==> src/rtl/core/multi_policy_rate_limiter_assert.svh <==
// Assertion macros shared by the rate limiter modules.
`ifndef MULTI_POLICY_RATE_LIMITER_ASSERT_SVH
`define MULTI_POLICY_RATE_LIMITER_ASSERT_SVH

// The consequent must hold in the same cycle as the antecedent.
`define MPR_ASSERT_SAME(label, clk, rst, ante, cons) \
   label: assert property (@(posedge clk) disable iff (rst) (ante) |-> (cons)) \
      else $error("rate limiter check failed");

// The consequent must hold in the cycle after the antecedent.
`define MPR_ASSERT_NEXT(label, clk, rst, ante, cons) \
   label: assert property (@(posedge clk) disable iff (rst) (ante) |=> (cons)) \
      else $error("rate limiter check failed");

`endif

==> src/rtl/core/mpr_pkg.sv <==
// Types, constants and codes shared by the rate limiter modules.
package mpr_pkg;

   localparam int HISTORY_DEPTH_DEF = 64;

   localparam int BYTES_W  = 16;
   localparam int TIME_W   = 32;
   localparam int RATE_W   = 24;
   localparam int TOKEN_W  = 28;
   localparam int POLICY_W = 2;
   localparam int CSR_INDEX_W = 2;

   // Window length in milliseconds; an entry of exactly this age still counts.
   localparam logic [TIME_W-1:0] WINDOW_MS = 32'd1000;

   // Policy codes.
   localparam logic [POLICY_W-1:0] POL_TOKEN  = 2'd0;
   localparam logic [POLICY_W-1:0] POL_LEAKY  = 2'd1;
   localparam logic [POLICY_W-1:0] POL_WINDOW = 2'd2;

   // Register indexes on the configuration port.
   localparam logic [CSR_INDEX_W-1:0] CSR_POLICY   = 2'd0;
   localparam logic [CSR_INDEX_W-1:0] CSR_RATE     = 2'd1;
   localparam logic [CSR_INDEX_W-1:0] CSR_CAPACITY = 2'd2;

   // Item kinds.
   localparam logic MODE_OFFER = 1'b0;
   localparam logic MODE_TICK  = 1'b1;

   localparam logic [RATE_W-1:0]  RATE_RESET  = 24'd1024;
   localparam logic [TOKEN_W-1:0] TOKEN_RESET = 28'd20480;

   // Division by ten as a multiply by ceil(2^31/10) and a shift; exact below 2^28.
   localparam logic [TOKEN_W-1:0] DIV10_MULT  = 28'd214748365;
   localparam int                 DIV10_SHIFT = 31;

   typedef struct packed {
      logic               mode;
      logic [BYTES_W-1:0] packet_bytes;
      logic [TIME_W-1:0]  now_ms;
   } req_type;

   typedef struct packed {
      logic [BYTES_W-1:0] passed_bytes;
      logic [BYTES_W-1:0] dropped_bytes;
      logic               packet_dropped;
      logic               burst;
      logic [RATE_W-1:0]  quota_bytes;
   } rsp_type;

   typedef enum logic [2:0] {
      ST_IDLE,
      ST_EVICT,
      ST_DIVA,
      ST_UPDATE,
      ST_DIVB,
      ST_DONE
   } state_type;

   typedef struct packed {
      logic capture;
      logic pop;
      logic div_go;
      logic update;
      logic out_load;
   } cmd_type;

   typedef struct packed {
      logic new_window;
      logic evict_stop;
   } status_type;

endpackage

==> src/rtl/core/mpr_ctrl.sv <==
// Rate limiter sequencer: window eviction, division, update and output load per word.
`include "multi_policy_rate_limiter_assert.svh"

module mpr_ctrl (
   input  logic                clock,
   input  logic                reset,
   input  logic                req_valid,
   output logic                req_stall,
   output logic                rsp_valid,
   input  logic                rsp_stall,
   input  mpr_pkg::status_type status,
   output mpr_pkg::cmd_type    cmd
);

   mpr_pkg::state_type state_ff, state_in;
   logic               rsp_valid_ff, rsp_valid_in;

   always_ff @(posedge clock) begin
      if (reset) begin
         state_ff     <= mpr_pkg::ST_IDLE;
         rsp_valid_ff <= 1'b0;
      end else begin
         state_ff     <= state_in;
         rsp_valid_ff <= rsp_valid_in;
      end
   end

   always_comb begin
      state_in  = state_ff;
      cmd       = '0;
      req_stall = 1'b1;
      unique case (state_ff)
         mpr_pkg::ST_IDLE: begin
            // Nothing is taken while reset is held.
            req_stall = reset;
            if (req_valid && !reset) begin
               cmd.capture = 1'b1;
               state_in    = status.new_window ? mpr_pkg::ST_EVICT : mpr_pkg::ST_DIVA;
            end
         end
         mpr_pkg::ST_EVICT: begin
            if (status.evict_stop) begin
               state_in = mpr_pkg::ST_DIVA;
            end else begin
               cmd.pop = 1'b1;
            end
         end
         mpr_pkg::ST_DIVA: begin
            cmd.div_go = 1'b1;
            state_in   = mpr_pkg::ST_UPDATE;
         end
         mpr_pkg::ST_UPDATE: begin
            cmd.update = 1'b1;
            state_in   = mpr_pkg::ST_DIVB;
         end
         mpr_pkg::ST_DIVB: begin
            cmd.div_go = 1'b1;
            state_in   = mpr_pkg::ST_DONE;
         end
         mpr_pkg::ST_DONE: begin
            // The output register is free if empty or being taken this cycle.
            if (!rsp_valid_ff || !rsp_stall) begin
               cmd.out_load = 1'b1;
               state_in     = mpr_pkg::ST_IDLE;
            end
         end
         default: begin
            state_in = mpr_pkg::ST_IDLE;
         end
      endcase
   end

   assign rsp_valid_in = cmd.out_load | (rsp_valid_ff & rsp_stall);
   assign rsp_valid    = rsp_valid_ff;

   `MPR_ASSERT_SAME(a_no_overwrite, clock, reset, cmd.out_load, !(rsp_valid_ff && rsp_stall))
   `MPR_ASSERT_NEXT(a_busy_after_accept, clock, reset, req_valid && !req_stall, state_ff != mpr_pkg::ST_IDLE)
   `MPR_ASSERT_SAME(a_stall_when_busy, clock, reset, state_ff != mpr_pkg::ST_IDLE, req_stall)

endmodule

==> config.mk <==
export PLATFORM = sky130hd
export DESIGN_NAME = mpr_ctrl
export DESIGN_NICKNAME = d
export VERILOG_FILES = /design/src/rtl/core/mpr_pkg.sv /design/src/rtl/core/mpr_ctrl.sv
export VERILOG_INCLUDE_DIRS = /design/src /design/src/rtl/core
export SDC_FILE = /design/constraint.sdc
export NUM_CORES = 1
export LEC_CHECK = 0
export BUFFER_PORTS_ARGS = -buffer_cell sky130_fd_sc_hd__buf_2
export CORE_AREA = 5 5 42 44
export DETAILED_ROUTE_END_ITERATION = 16
export DIE_AREA = 0 0 47 49
export MAX_ROUTING_LAYER = met4
export PLACE_DENSITY = 0.49
export SETUP_SLACK_MARGIN = 0.2
export SLEW_MARGIN = 40
export SYNTH_ARGS = -nofsm -noshare
export SYNTH_HDL_FRONTEND = slang
export SYNTH_SLANG_ARGS = --single-unit
==> constraint.sdc <==
create_clock -name clock -period 3.3 [get_ports clock]
set_input_delay 0 -clock clock [delete_from_list [all_inputs] [get_ports clock]]
set_output_delay 0 -clock clock [all_outputs]
set_load 0.01 [all_outputs]
==> results of run 1 <==
==> sequential cells by signal, indices dropped and copies added (netlist names) <==
name / count
state_ff: 3
rsp_valid: 1
==> kinds of logic after synthesis <==
family	count (synthesis)
AOI/OAI and AO/OA	10
xor gates and xnor gates	1
buffers and inverters	4
DFF	4
and+or+nand+nor	13
==> Yosys cell counts, drive strengths merged <==
cell type	instances
a21oi	4
dfxtp	4
buf	3
nor2	3
a211oi	2
a221oi	2
nand2	2
nand2b	2
a2bb2oi	1
and3	1
and3b	1
inv	1
nand3b	1
nor3	1
nor4b	1
o31ai	1
or3b	1
xnor2	1
==> what timing repair did <==
item | in CTS | in global routing
hold endpoints to repair | 2 | 0
hold buffers | 1 | 0
setup endpoints to repair | 0 | 0
setup buffers | 0 | 0
==> power by group <==
| part | switching [µW] | internal [µW] |
|---|---|---|
| Combinational | 68.4 | 83.1 |
| Clock | 21.0 | 40.7 |
| Sequential | 53.6 | 65.9 |
==> final timing paths <==
kind | start | to
setup / recovery | state_ff[2] | cmd[4]
hold / removal | req_valid | state_ff[2]
setup reg to reg | state_ff[0] | state_ff[0]
hold reg to reg | rsp_valid | rsp_valid
==> per-layer routing <==
layer | vias to the layer above | global-route usage, %
li1 | 145 | -
met1 | 119 | 9.63
met2 | 16 | 9.05
met3 | 0 | 5.54
met4 | 0 | 2.76
met5 | - | -
==> cell type report <==
class	count	area, µm²	share of cell area [%]
clock buffer	3	22.5	5.90
inverter	1	3.75	0.984
multi-input combinational	24	185	48.5
sequential	4	80.1	21.0
tap	16	20.0	5.25
timing repair buffer	13	70.1	18.4
==> through the flow <==
step	instance area, µm²	utilization, %
3_5_place_dp	349	24.9
3_3_place_gp	349	24.9
6_report	382	27.2
5_1_grt	382	27.2
2_1_floorplan	303	-
4_1_cts	382	27.2
==> critical path: stages (launching register included) <==
cell,delay (ns)
dfxtp_1,0.44
nor3_1,0.30
nand2b_1,0.10
nor2_1,0.08
buf_2,0.13
==> results.sh, run 1 <==
export IMPL_avgSynthCellArea_um2=9.46
export IMPL_synth_compound_area_share_pct=28.9
export IMPL_final_common_cell="buf_2"
export IMPL_grtUsageTotal_pct=7.57
export IMPL_worstSetupEndpointType="output port"
export IMPL_nFillCells=168
export IMPL_r2r_slack_ns=2.05
export IMPL_cts_sinks=4
export IMPL_num_vias=280
export IMPL_io_pins=13
export IMPL_cts_resized=0
export IMPL_finalHoldViolCount=0
export IMPL_die_w_um=47
export IMPL_drt_iter0_drc=3
export IMPL_period_share_pct=39.2
export IMPL_instances_no_fill=61
export IMPL_yosys_warnings=0
export IMPL_syn_inst=32
export IMPL_n_antenna_cell=0
export IMPL_path_clk_slew_ns=0.04
export IMPL_grt_pass1_wl_um=1210
export IMPL_synth_top_area_share_pct=26.4
export IMPL_fmax_mhz=772
export IMPL_grt_antenna_before_repair=0
export IMPL_cts_tree="built"
export IMPL_synth_nets=38
export IMPL_post_place_cells=57
export IMPL_synth_xor_xnor_area_share_pct=2.89
export IMPL_timing_final_ws_setup_ns=2.00
export IMPL_grt_pass1_vias=296
export IMPL_yosysSeqAreaShare_pct=26.4
export IMPL_drtAntennaViolNets=0
export IMPL_clk_latency_ns=0.24
export IMPL_grt_max_degree=12
export IMPL_critPathRequiredTime_ns=3.30
export IMPL_portBuffers=12
export IMPL_synth_area_mux_share_pct=0
export IMPL_hold_depth=3
export IMPL_wl_met3_um=72
export IMPL_relSlewSlack_pct=68.0
export IMPL_path_class="flop to output port"
export IMPL_cts_buffers=3
export IMPL_whs_ns=0.0588
export IMPL_drc=0
export IMPL_synth_seq_cells=4
export IMPL_place_congestion=0.790
export IMPL_met2WireLength_um=269
export IMPL_synth_top_area_cell="dfxtp_1"
export IMPL_start_kind="flop"
export IMPL_die_y_um=49
export IMPL_fin_nets=53
export IMPL_synth_area_um2=303
export IMPL_wirelength_um=670
export IMPL_setup_violations=0
export IMPL_cts_path_max_buffers=2
export IMPL_ir_drop_v=0.000320
export IMPL_grt_overflow_total=0
export IMPL_synthToLayoutAreaGrowth_pct=26.0
export IMPL_power_leakage_uw=0.000189
export IMPL_outcome="complete, no violations"
export IMPL_fp_row_count=14
export IMPL_min_path_type="primary input to flop"
export IMPL_total_power_uw=333
export IMPL_cts_htree_levels=1
export IMPL_start_util_pct=21.6
export IMPL_wl_met1_um=328
export IMPL_routed_top_layer="met3"
export IMPL_rr_worst_depth=3
export IMPL_routedWlPerCell_um=11.0
export IMPL_layout_common_cells="buf_2, a21oi_1, dfxtp_1"
export IMPL_crit_fanout=10
export IMPL_post_place_ws_ns=2.04
export IMPL_synth_cell_types=19
export IMPL_viasPerCell=4.59
export IMPL_rsz0062_at_grt="false"
export IMPL_ctsRootBufferMaster="clkbuf_4"
export IMPL_cp_arrival_ns=1.30
export IMPL_fin_skew_ns=0.00432
export IMPL_core_um2=1400
export IMPL_netlist_top_cells_area="dfxtp_1, buf_6, a211oi_4"
export IMPL_maxCapViolations=0
export IMPL_finalSetupTns_ns=0
export IMPL_slew_viol_final=0
export IMPL_power_density_nw_per_um2=872
export IMPL_synth_top_family_by_area="simple AND/OR/NAND/NOR gates"
export IMPL_firstDrtPassIters=3
export IMPL_worst_slew_pin_slew_ns=0.479
export IMPL_layout_drive_gt1_share_pct=40.0
export IMPL_synth_fa_ha_area_share_pct=0
export IMPL_synthSimpleGateAreaFrac_pct=29.3
export IMPL_final_period_minus_worst_setup_slack_ns=1.30
export IMPL_die_area_um2=2300
Power figures use the tool's default switching activity.
==> run 2, diff against run 1 <==
Settings changed: ABC_AREA set to 1, PLACE_DENSITY 0.49 to 0.45.
Clock period 3.3 ns to 1.2 ns, I/O delays scaled along.
==> run 2 against run 1 <==
Against the previous run: non-clock buffer count rose by 1; sequential share of layout area grew 0.11 points; final cell count up 21%; first-iteration DRC count decreased by 33%; clock-buffer cell count stayed put; register-to-register slack worse by 1.8 ns; clock skew down 0.0022 ns; flip-flop and latch count unchanged; via count is 7.9% higher; routed wire length grew 4.5%; critical path depth is 1 higher.
==> results.sh, run 2 <==
export IMPL_synth_cell_types=12
export IMPL_instances_no_fill=74
export IMPL_maxCapViolations=0
export IMPL_synth_fa_ha_area_share_pct=0
export IMPL_period_share_pct=87.9
export IMPL_critPathRequiredTime_ns=1.20
export IMPL_rr_worst_depth=5
export IMPL_path_clk_slew_ns=0.03
export IMPL_fmax_mhz=948
export IMPL_clk_latency_ns=0.23
export IMPL_power_frac_comb_pct=40.4
export IMPL_clkPwrFrac_pct=27.9
export IMPL_synth_top_family_by_area="simple AND/OR/NAND/NOR gates"
export IMPL_synth_xor_xnor_area_share_pct=0
export IMPL_crit_buf_inv=2
export IMPL_total_power_uw=573
export IMPL_worstSetupEndpointType="output port"
export IMPL_netlist_top_cells_area="dfxtp_1, nand2_1, nor2_1"
export IMPL_grt_max_degree=6
export IMPL_cpLargestDelayFamily="flip-flops"
export IMPL_outcome="complete, no violations"
export IMPL_crit_start="state_ff[0]"
export IMPL_drtAntennaViolNets=0
export IMPL_cp_arrival_ns=1.06
export IMPL_fp_row_count=14
export IMPL_synthTopCellsByCount="nand2_1, nor2_1, dfxtp_1, inv_1, nand3_1"
export IMPL_cts_buffers=3
export IMPL_power_density_nw_per_um2=1320
export IMPL_ctsRootBufferMaster="clkbuf_4"
export IMPL_setup_violations=0
export IMPL_relSlewSlack_pct=87.0
export IMPL_final_core_util_pct=30.9
export IMPL_largest_register="state_ff"
export IMPL_path_class="flop to output port"
export IMPL_ir_drop_v=0.000638
export IMPL_dp_hpwl_um=518
export IMPL_timing_final_ws_setup_ns=0.145
export IMPL_cts_path_max_buffers=2
export IMPL_post_place_ws_ns=0.154
export IMPL_num_vias=302
export IMPL_synth_top_area_share_pct=31.2
export IMPL_die_y_um=49
export IMPL_r2r_slack_ns=0.20
export IMPL_ys_async_sr_fraction_pct=0
export IMPL_syn_inst=41
export IMPL_slowest_stage="dfxtp_4"
export IMPL_firstDrtPassIters=2
export IMPL_cp_cell_sequence="inv_2 -> nor2_4 -> nand2_4 -> a21oi_2 -> buf_2"
export IMPL_portBuffers=12
export IMPL_cts_htree_levels=1
export IMPL_post_synth_top_count_cell="nand2_1"
export IMPL_synthToLayoutAreaGrowth_pct=68.8
export IMPL_power_leakage_uw=0.000234
export IMPL_synth_nets=47
export IMPL_switching_power_uw=206
export IMPL_synthSimpleGateAreaFrac_pct=56.1
export IMPL_die_w_um=47
export IMPL_viasPerCell=4.08
export IMPL_grt_overflow_total=0
export IMPL_synth_seq_cells=4
export IMPL_finalHoldViolCount=0
export IMPL_final_common_cell="buf_2"
export IMPL_io_pins=13
export IMPL_fin_skew_ns=0.00214
export IMPL_start_kind="flop"
export IMPL_worstReg2RegStart="state_ff[0]"
export IMPL_grt_antenna_before_repair=0
export IMPL_synth_top_area_cell="dfxtp_1"
export IMPL_layout_drive_gt1_share_pct=60.3
export IMPL_timing_rr_end="state_ff[1]"
export IMPL_worst_slew_pin_slew_ns=0.195
export IMPL_drt_iter0_drc=2
export IMPL_crit_fanout=3
export IMPL_min_path_type="primary input to flop"
export IMPL_start_util_pct=18.3
export IMPL_final_period_minus_worst_setup_slack_ns=1.06
export IMPL_die_area_um2=2300
export IMPL_drc=0
export IMPL_critPathMaxStageDelay_ns=0.36
export IMPL_grtUsageTotal_pct=6.78
export IMPL_cts_sinks=4
export IMPL_avgSynthCellArea_um2=6.26
export IMPL_synth_ff_type="dfxtp_1"
export IMPL_synth_area_um2=256
export IMPL_post_place_cells=69
export IMPL_pwr_share_seq_pct=31.7
export IMPL_grt_pass1_wl_um=1060
export IMPL_place_congestion=0.777
export IMPL_core_um2=1400
export IMPL_layout_common_cells="buf_2, nand2_1, nor2_1"
export IMPL_endpoint="cmd[0]"
export IMPL_yosysSeqAreaShare_pct=31.2
export IMPL_finalSetupTns_ns=0
export IMPL_internal_power_uw=368
export IMPL_yosys_warnings=0
export IMPL_largest_reg_flops=3
export IMPL_power_share_switching_pct=35.9
export IMPL_path_depth=5
export IMPL_slew_viol_final=0
export IMPL_wirelength_um=700
export IMPL_rsz0062_at_grt="true"
export IMPL_fin_nets=66
export IMPL_synth_edf_count=0
export IMPL_synth_area_mux_share_pct=0
export IMPL_synth_compound_area_share_pct=3.90
export IMPL_routedWlPerCell_um=9.46
export IMPL_grt_pass1_vias=313
export IMPL_n_antenna_cell=0
export IMPL_cts_tree="built"
-- run 2: cell families (layout without fill, tap and decap cells) --
| family | after synthesis | in the layout |
|---|---|---|
| AOI/OAI and AO/OA | 2 | 2 |
| buffers and inverters | 6 | 23 |
| DFF | 4 | 4 |
| and+or+nand+nor | 29 | 29 |
-- run 2: through the flow --
step	area [µm²]	hold slack, ns
after CTS	412	0.0615
after floorplan	256	0.0691
final	433	0.0678
after global placement	337	0.231
after detailed placement	337	0.233
after global routing	433	0.0702
-- run 2: area by class of cell --
| class | instances | area [µm²] |
|---|---|---|
| fill | 175 | 968 |
| clock buffer | 3 | 22.5 |
| inverter | 6 | 22.5 |
| tap | 16 | 20.0 |
| sequential | 4 | 91.3 |
| multi-input combinational | 31 | 193 |
| timing repair buffer | 14 | 83.8 |
-- run 2: layer usage --
| layer | share of wire, % | track usage [%] | vias up |
|---|---|---|---|
| li1 | - | - | 161 |
| met1 | 38 | 5.26 | 137 |
| met2 | 59 | 11.8 | 4 |
| met3 | 3.0 | 1.11 | 0 |
| met4 | 0 | 6.91 | 0 |
| met5 | 0 | - | - |
-- run 2: how the worst min path moves through the flow --
| stage | slack [ns] | from | depth (start not counted) | end |
|---|---|---|---|---|
| final | 0.07 | reset | 4 | state_ff[0] |
| after global routing | 0.07 | reset | 4 | state_ff[0] |
| after CTS | 0.06 | status[1] | 4 | state_ff[1] |
| after detailed placement | 0.23 | reset | 2 | state_ff[1] |
| after global placement | 0.23 | reset | 2 | state_ff[2] |
| after floorplan | 0.07 | reset | 1 | rsp_valid |
-- run 2: worst register-to-register path: cells and delay by family (launching register included) --
kind / cells / cell delay [ns]
flops: 1 / 0.35
simple gates: 5 / 0.54
-- run 2: power groups by stage --
stage                     Sequential (µW)  Combinational [µW]  Clock (µW)
after floorplan                       167                 129           0
after global placement                170                 183           0
after detailed placement              169                 182           0
after CTS                             181                 216         169
after global routing                  184                 254         180
final                                 182                 232         160
-- run 2: what timing repair did --
| item | CTS | global route |
|---|---|---|
| resized for setup | 11 | 7 |
| hold buffers | 1 | 0 |
| hold endpoints to repair | 3 | 0 |
| setup endpoints to repair | 7 | 9 |
| setup buffers | 1 | 0 |
| pin swaps | 3 | 3 |
==> run 3, diff against run 2 <==
Settings changed: CELL_PAD_IN_SITES_DETAIL_PLACEMENT set to 0, CELL_PAD_IN_SITES_GLOBAL_PLACEMENT set to 1, PLACE_DENSITY 0.45 to 0.61.
==> run 3 against run 2 <==
Against the previous run: hold slack lost 0.0021 ns; non-clock buffer count is 1 lower; die area did not move; core utilization is 0.89 points lower; final area shrank 2.9%; routed wire length down 5.3%; critical path type is now flop to flop; largest cell class unchanged.
==> results.sh, run 3 (same netlist as run 2, synthesis figures left out) <==
export IMPL_cts_setup_buffers=0
export IMPL_fmax_mhz=950
export IMPL_total_power_uw=559
export IMPL_worst_slew_pin_slew_ns=0.149
export IMPL_setup_violations=0
export IMPL_maxCapViolations=0
export IMPL_clk_latency_ns=0.23
export IMPL_largest_reg_flops=3
export IMPL_synthToLayoutAreaGrowth_pct=63.9
export IMPL_die_area_um2=2300
export IMPL_place_congestion=0.673
export IMPL_busiest_layer="met2"
export IMPL_instances_no_fill=73
export IMPL_period_share_pct=87.7
export IMPL_grt_pass1_wl_um=1170
export IMPL_start_kind="flop"
export IMPL_rsz0062_at_grt="true"
export IMPL_hold_depth=4
export IMPL_post_place_ws_ns=0.145
export IMPL_min_path_type="primary input to flop"
export IMPL_grt_antenna_before_repair=0
export IMPL_fin_skew_ns=0.00125
export IMPL_power_share_switching_pct=35.6
export IMPL_cp_arrival_ns=1.17
export IMPL_power_density_nw_per_um2=1330
export IMPL_portBuffers=12
export IMPL_wirelength_um=663
export IMPL_power_frac_comb_pct=39.0
export IMPL_num_vias=294
export IMPL_timing_final_ws_setup_ns=0.147
export IMPL_final_common_cell="buf_2"
export IMPL_die_y_um=49
export IMPL_rr_worst_depth=5
export IMPL_core_um2=1400
export IMPL_die_w_um=47
export IMPL_path_class="flop to flop"
export IMPL_layout_drive_gt1_share_pct=56.1
export IMPL_grt_max_degree=6
export IMPL_outcome="complete, no violations"
export IMPL_grtUsageTotal_pct=7.15
export IMPL_met2_usage_pct=12.0
export IMPL_final_period_minus_worst_setup_slack_ns=1.05
export IMPL_start_util_pct=18.3
export IMPL_switching_power_uw=199
export IMPL_finalSetupTns_ns=0
export IMPL_worstSetupEndpointType="flop"
export IMPL_fp_row_count=14
export IMPL_cts_path_max_buffers=2
export IMPL_routedWlPerCell_um=9.08
export IMPL_cts_htree_levels=1
export IMPL_grt_pass1_vias=293
export IMPL_pwr_share_seq_pct=32.0
export IMPL_slew_viol_final=0
export IMPL_viasPerCell=4.03
export IMPL_power_leakage_uw=0.000229
export IMPL_finalHoldViolCount=0
export IMPL_crit_fanout=5
export IMPL_critPathRequiredTime_ns=1.31
export IMPL_drt_iter0_drc=3
export IMPL_ctsRootBufferMaster="clkbuf_4"
export IMPL_n_antenna_cell=0
export IMPL_drc=0
export IMPL_path_clk_slew_ns=0.04
export IMPL_io_pins=13
export IMPL_drtAntennaViolNets=0
export IMPL_internal_power_uw=360
export IMPL_cts_sinks=4
export IMPL_cts_buffers=3
export IMPL_clkPwrFrac_pct=29.0
export IMPL_firstDrtPassIters=4
export IMPL_use_met3_pct=2.21
export IMPL_ir_drop_v=0.000673
export IMPL_grt_use_met1_pct=6.81
export IMPL_largest_register="state_ff"
export IMPL_dp_hpwl_um=525
export IMPL_post_place_cells=69
export IMPL_fin_nets=65
export IMPL_layout_common_cells="buf_2, nand2_1, nor2_1"
export IMPL_grt_overflow_total=0
export IMPL_whs_ns=0.0657
export IMPL_relSlewSlack_pct=90.0
export IMPL_cts_tree="built"
==> run 3: cell types whose count changed in the layout (fill, tap and decap cells not counted) <==
cell / previous run / this run
nor2_1: 5 / 6
nand3_1: 3 / 4
nand3_2: 1 / 0
nand2_2: 4 / 3
nor3b_1: 1 / 0
nand2_1: 7 / 8
nor3b_2: 1 / 2
nor2_2: 3 / 2
buf_4: 1 / 0
==> run 3: area by class of cell <==
type | count | area [µm²]
Clock buffer | 3 | 22.5
Fill cell | 167 | 981
Inverter | 6 | 22.5
Multi-Input combinational cell | 31 | 188
Sequential cell | 4 | 91.3
Tap cell | 16 | 20.0
Timing Repair Buffer | 13 | 76.3
==> run 3: final timing paths <==
kind / start / end / slack (ns)
max: state_ff[1] / state_ff[1] / 0.15
min: reset / state_ff[0] / 0.07
max reg2reg: state_ff[1] / state_ff[1] / 0.15
min reg2reg: state_ff[2] / rsp_valid / 0.57
==> run 3: metrics by stage <==
| step | util [%] | area (µm²) |
|---|---|---|
| after global placement | 24.0 | 337 |
| after CTS | 28.1 | 394 |
| after detailed placement | 24.0 | 337 |
| final | 30.0 | 420 |
| after global routing | 30.0 | 420 |
| after floorplan | - | 256 |
==> run 3: power by group through the flow <==
| stage | clock (µW) | combinational, µW | sequential (µW) |
|---|---|---|---|
| finish | 162 | 218 | 179 |
| global route | 184 | 241 | 184 |
| CTS | 170 | 200 | 176 |
| detailed placement | 0 | 183 | 169 |
| global placement | 0 | 185 | 169 |
| floorplan | 0 | 129 | 167 |
==> run 3: layer usage <==
metal / vias up / share of wire, %
li1: 160 / -
met1: 130 / 40
met2: 4 / 58
met3: 0 / 2.6
met4: 0 / 0
met5: - / 0
==> run 3: timing repair <==
action	4_1_cts	5_1_grt
resized for setup	8	8
endpoints found under the setup margin	7	9
hold buffers	1	0
pin swaps	0	3
hold endpoints to repair	3	0
==> run 3: critical path, cell delays in order, from the launching register on <==
cell and delay, ns:
dfxtp_4 0.36, nor2_4 0.17, nand3_1 0.13, nand2_1 0.08
nor2_1 0.05, nor3b_2 0.15
